--- src/sv/scm_pkg.sv ---
// Shared types and constants for the supercap charge mode controller.
package scm_pkg;

  typedef enum logic [1:0] {
    ST_BOOTUP = 2'd0,
    ST_OFF    = 2'd1,
    ST_SLOW   = 2'd2,
    ST_FAST   = 2'd3
  } mode_t;

  localparam logic [11:0] OVER_MV      = 12'd3500;
  localparam logic [11:0] MV_PER_COUNT = 12'd14;
  localparam logic [11:0] OFF_UP_MV    = 12'd2700;
  localparam logic [11:0] LOW_OFF_MV   = 12'd2500;
  localparam logic [11:0] SLOW_UP_MV   = 12'd2950;
  localparam logic [11:0] FAST_DOWN_MV = 12'd2700;

endpackage

--- src/sv/supercap_charge_mode_controller.sv ---
// Supercap charge mode controller: four-state charge mode machine with one result register.
// The result beat for an accepted input beat is registered and on the output in the next cycle.
// Throughput: one beat per cycle; the result register frees in the cycle it is taken,
// so in_ready stays high while the output side keeps up.
// Reset (rst, synchronous, active high): state to bootup, counters cleared,
// self-test disabled, output empty.
module supercap_charge_mode_controller #(
  parameter int TICKS_SECOND = 32
) (
  input  logic        clk,
  input  logic        rst,
  input  logic        cfg_we,
  input  logic        cfg_wdata,
  input  logic        in_valid,
  output logic        in_ready,
  input  logic [11:0] vcc_mv,
  input  logic [31:0] elapsed_ticks,
  input  logic [7:0]  cap_counts,
  input  logic        force_stop,
  output logic        out_valid,
  input  logic        out_ready,
  output logic [1:0]  charge_state,
  output logic        is_charging,
  output logic [7:0]  voltage_delta
);
  import scm_pkg::*;

  localparam logic [31:0] BOOT_TICKS = 32'(2 * TICKS_SECOND);
  localparam logic [7:0]  SLOW_THR   = 8'(TICKS_SECOND / 2);
  localparam logic [7:0]  FAST_THR   = 8'(4 * TICKS_SECOND);

  mode_t       mode, mode_next;
  logic [7:0]  stable_count, stable_count_next;
  logic [7:0]  latched_counts, latched_counts_next;
  logic        self_test_enable;

  logic        accept;
  logic        vcc_low, over_range, over_hit, drop, chain_latch;
  logic [11:0] cap_x14, vcc_over;
  logic        charging_next;
  logic [7:0]  delta_next;

  assign in_ready = !out_valid || out_ready;
  assign accept   = in_valid && in_ready;

  // Overcharge: counts <= floor((vcc - 3500) / 14) is the same as counts * 14 <= vcc - 3500.
  assign cap_x14     = 12'(cap_counts) * MV_PER_COUNT;
  assign vcc_over    = vcc_mv - OVER_MV;
  assign vcc_low     = vcc_mv < LOW_OFF_MV;
  assign over_range  = vcc_mv > OVER_MV;
  assign over_hit    = over_range && (cap_x14 <= vcc_over);
  assign drop        = vcc_low || force_stop || over_hit;
  // The drop chain reads the ADC only once low supply and stop have both passed and the supply is over OVER_MV.
  assign chain_latch = !vcc_low && !force_stop && over_range;

  always_comb begin
    mode_next           = mode;
    stable_count_next   = stable_count;
    latched_counts_next = latched_counts;
    case (mode)
      ST_BOOTUP: begin
        if (elapsed_ticks > BOOT_TICKS) begin
          mode_next = ST_OFF;
        end else if (self_test_enable) begin
          mode_next = ST_FAST;
        end
      end
      ST_OFF: begin
        if (vcc_mv > OFF_UP_MV) begin
          if (stable_count > SLOW_THR) begin
            mode_next         = ST_SLOW;
            stable_count_next = '0;
          end else begin
            stable_count_next = stable_count + 8'd1;
          end
        end else begin
          stable_count_next = '0;
        end
      end
      ST_SLOW: begin
        if (chain_latch) latched_counts_next = cap_counts;
        if (drop) begin
          mode_next = ST_OFF;
        end else if (vcc_mv > SLOW_UP_MV) begin
          if (stable_count > FAST_THR) begin
            mode_next         = ST_FAST;
            stable_count_next = '0;
          end else begin
            stable_count_next = stable_count + 8'd1;
          end
        end else begin
          stable_count_next = '0;
        end
      end
      ST_FAST: begin
        if (self_test_enable) begin
          latched_counts_next = cap_counts;
          if (over_hit || force_stop) mode_next = ST_OFF;
        end else begin
          if (chain_latch) latched_counts_next = cap_counts;
          if (drop) begin
            mode_next = ST_OFF;
          end else if (vcc_mv < FAST_DOWN_MV) begin
            mode_next = ST_SLOW;
          end
        end
      end
      default: begin
        mode_next = ST_BOOTUP;
      end
    endcase
  end

  always_comb begin
    charging_next = (mode_next == ST_SLOW) || (mode_next == ST_FAST);
    delta_next    = charging_next ? latched_counts_next : 8'd0;
  end

  always_ff @(posedge clk) begin
    if (rst) begin
      mode             <= ST_BOOTUP;
      stable_count     <= '0;
      latched_counts   <= '0;
      self_test_enable <= 1'b0;
    end else begin
      if (cfg_we) self_test_enable <= cfg_wdata;
      if (accept) begin
        mode           <= mode_next;
        stable_count   <= stable_count_next;
        latched_counts <= latched_counts_next;
      end
    end
  end

  always_ff @(posedge clk) begin
    if (rst) begin
      out_valid <= 1'b0;
    end else if (accept) begin
      out_valid <= 1'b1;
    end else if (out_ready) begin
      out_valid <= 1'b0;
    end
  end

  // Load the result beat alongside the state update.
  always_ff @(posedge clk) begin
    if (accept) begin
      charge_state  <= mode_next;
      is_charging   <= charging_next;
      voltage_delta <= delta_next;
    end
  end

endmodule

--- config.mk ---
export PLATFORM = sky130hd
export DESIGN_NAME = supercap_charge_mode_controller
export DESIGN_NICKNAME = d
export VERILOG_FILES = /design/src/sv/scm_pkg.sv /design/src/sv/supercap_charge_mode_controller.sv
export SDC_FILE = /design/constraint.sdc
export NUM_CORES = 1
export LEC_CHECK = 0
export BUFFER_PORTS_ARGS = -buffer_cell sky130_fd_sc_hd__buf_2
export CAP_MARGIN = 20
export CORE_MARGIN = 2
export CORE_UTILIZATION = 35
export CTS_BUF_LIST = sky130_fd_sc_hd__clkbuf_8
export CTS_CLUSTER_SIZE = 12
export DETAILED_ROUTE_END_ITERATION = 8
export SKIP_LAST_GASP = 1
export SLEW_MARGIN = 20
export SYNTH_ARGS = -nofsm -noshare
export SYNTH_HDL_FRONTEND = slang
export SYNTH_SLANG_ARGS = --single-unit
--- constraint.sdc ---
create_clock -name clk -period 13.52 [get_ports clk]
set_input_delay 1.352 -clock clk [delete_from_list [all_inputs] [get_ports clk]]
set_output_delay 1.352 -clock clk [all_outputs]
set_load 0.01 [all_outputs]
==> results.cfg <==
[sta]
finClkSkew_ns = 0.00652
slew_viol_final = 0
final.min_clock_period_ns = 5.61
rsz0062_at_grt = no
fin_tns_setup_ns = 0
relSlewSlack = 0.510
final.period_utilization = 0.415
hold_viol_final = 0
hold_ws_ns = 0.494
clock.fmax_mhz = 178
max_slew.worst_pin.slew_ns = 0.735
finalSetupViolCount = 0

[synth]
ys_seq_area_frac = 0.253
syn_area_per_cell_um2 = 9.49
yosysWarnings = 0
ys.flop_type = dfxtp_1
synthTopCellsByArea = dfxtp_1 14%, ha_1 12%, edfxtp_1 11%, mux2i_1 6.1%, fa_1 5.8%
yosysTopAreaCell = dfxtp_1
ys_seq_elements = 30
synth_top_area_share = 0.145
syn_inst = 292
synth_nets = 385
ys_types = 69
async_reset_ff_frac = 0
yosys-top-cells-count = 26 x ha_1, 25 x inv_1, 22 x a21oi_1, 20 x dfxtp_1
synthMostInstantiatedCell = ha_1
synthesis.area_um2 = 2770
synth_edf_count = 10

[drt]
drc = 0
vias_per_cell = 5.17
drt_iter0_drc = 56
ant_nets = 0
num_vias = 2388
wire_per_inst_um = 13.8
first_pass_iters = 4
routed_wl_mm = 6.36

[critical_path]
worst-path-max-fanout = 10
path_delay_family = compound AO/OA/AOI/OAI gates
max_stage_delay_ns = 0.68
crit_path_frequent_cell = a21oi_1
crit_path_start_kind = input pin
crit_required_ns = 13.52
cpMaxStageDelayCell = a221oi_2
rrSetupSlack_ns = 10.96
critPathArrivalTime_ns = 5.61
critPathBufInv = 1
path_cells = buf_2, fa_1, ha_1, fa_1, a21o_1, a21oi_1, o21bai_1, a21oi_1, o21bai_1, a21o_1, ha_1, nand4_1, a211oi_1, a2111oi_4, o21ai_2, a221oi_2, a21oi_1
cp-end-kind = flip-flop
path_class = input pin to flip-flop

[cells_and_area]
synthToLayoutAreaGrowth_pct = 17.7
nets = 452
layout-drive-gt1-share = 0.275
fill_cells = 807
antennaDiodeCount = 0

[clock_tree]
cts_tree = yes
numCtsBuffers = 5
cts.hold.buffers_added = 0
cts_setup_buffers = 0
worst_setup_hold_path_clk_slew_ns = 0.06
clockBufferDepth = 2
clk_latency_ns = 0.28
ctsRootBufferMaster = clkbuf_8
cts.sinks = 30
cts_max_level = 2
cts_resized = 0

[place]
gp_congestion = 0.865
port_buffers = 71
dp_hpwl_mm = 5.20

[floorplanning]
ioPinCount = 72
die_area_um2 = 8640
rows = 32
core_area_um2 = 7690
die_h_um = 93.0
die_w_um = 93.0
initial_utilization = 0.360

[pwr]
p_leak_nw = 1.46
peakVddDrop_v = 0.0000322
cellPowerDensity_nw_per_um2 = 77.8

[run_status]
status = completed

[job]
maxCapViolCount = 0

[grt]
first_global_vias = 2246
grt-ovfl-total = 0
grt_max_degree = 30
grt_pass1_wl_mm = 10.4
grt_antenna_before_repair = 0
track_usage = 0.148

[hold_path]
hold_class = flip-flop to flip-flop
==> registers in the layout (all words and copies together) (netlist names) <==
| name | count |
|---|---|
| voltage_delta | 8 |
| latched_counts | 8 |
| self_test_enable | 1 |
| charge_state | 2 |
| mode | 2 |
| out_valid | 1 |
| stable_count | 8 |
==> through the flow <==
stage | std cells | utilization | area [um^2] | power, mW | setup WS (ns)
floorplan | 292 | - | 2770 | 0.163 | 8.26
global placement | 454 | 0.413 | 3180 | 0.187 | 7.82
detailed placement | 454 | 0.413 | 3180 | 0.189 | 7.62
CTS | 462 | 0.424 | 3260 | 0.256 | 7.92
global route | 462 | 0.424 | 3260 | 0.272 | 7.58
finish | 462 | 0.424 | 3260 | 0.254 | 7.91
==> routing by layer <==
layer	share of wire	GRT usage	vias to the layer above	wire length, um
met1	0.48	0.203	1123	3060
met2	0.48	0.244	35	3040
met4	0.011	0.0404	0	71
li1	-	-	1224	-
met3	0.028	0.0195	6	177
met5	0	0	-	0
==> worst reg2reg max path, delay by kind of cell, from the launching register on <==
family / cells / cell delay [ns]
compound gates: 3 / 1.20
fa+ha+maj: 1 / 0.15
buf+inv: 1 / 0.08
flops: 1 / 0.34
simple gates: 2 / 0.52
==> report_power, final <==
part | switching [mW] | internal [mW] | leakage [nW]
clock network | 0.0320 | 0.0345 | 0.0468
logic | 0.0502 | 0.0399 | 1.15
registers | 0.00168 | 0.0953 | 0.261
total | 0.0839 | 0.170 | 1.46
==> final cells by class <==
class | count | area [um^2] | share of cell area
Multi-Input combinational cell | 226 | 1900 | 0.583
Sequential cell | 30 | 701 | 0.215
Timing Repair Buffer | 71 | 355 | 0.109
Tap cell | 102 | 128 | 0.0392
Inverter | 25 | 93.8 | 0.0288
Clock buffer | 5 | 68.8 | 0.0211
Clock inverter | 3 | 12.5 | 0.00384
==> layout by cell type (no fill, tap or decap), types with 5 or more instances in the layout <==
| cell type | instances |
|---|---|
| mux2i_1 | 17 |
| nor4_1 | 10 |
| nand4_1 | 5 |
| inv_1 | 26 |
| a21oi_1 | 22 |
| nand3_1 | 7 |
| dfxtp_1 | 20 |
| a2bb2oi_1 | 7 |
| buf_2 | 71 |
| o32ai_1 | 5 |
| nand2_1 | 8 |
| clkbuf_8 | 5 |
| edfxtp_1 | 10 |
| fa_1 | 8 |
| ha_1 | 26 |
| o21ai_0 | 6 |
| or3_1 | 9 |
| nor2_1 | 17 |
| xor2_1 | 8 |
| xnor2_1 | 6 |
==> worst paths after layout <==
path	cells past startpoint	to	start
max reg2reg	7	voltage_delta[3]	stable_count[0]
min reg2reg	2	latched_counts[4]	latched_counts[4]
min	2	latched_counts[4]	latched_counts[4]
max	17	voltage_delta[3]	cap_counts[0]
==> cell families (layout without fill, tap and decap cells) <==
kind of cell,count (synthesis),count (layout),share of synthesized area
XOR/XNOR,14,14,0.0443
adder cells (fa/ha/maj),34,34,0.175
flip-flops,30,30,0.253
AND/OR/NAND/NOR,87,87,0.192
AO/OA/AOI/OAI,74,74,0.213
buffers and inverters,36,104,0.0610
multiplexers,17,17,0.0614
Power figures use the tool's default switching activity.
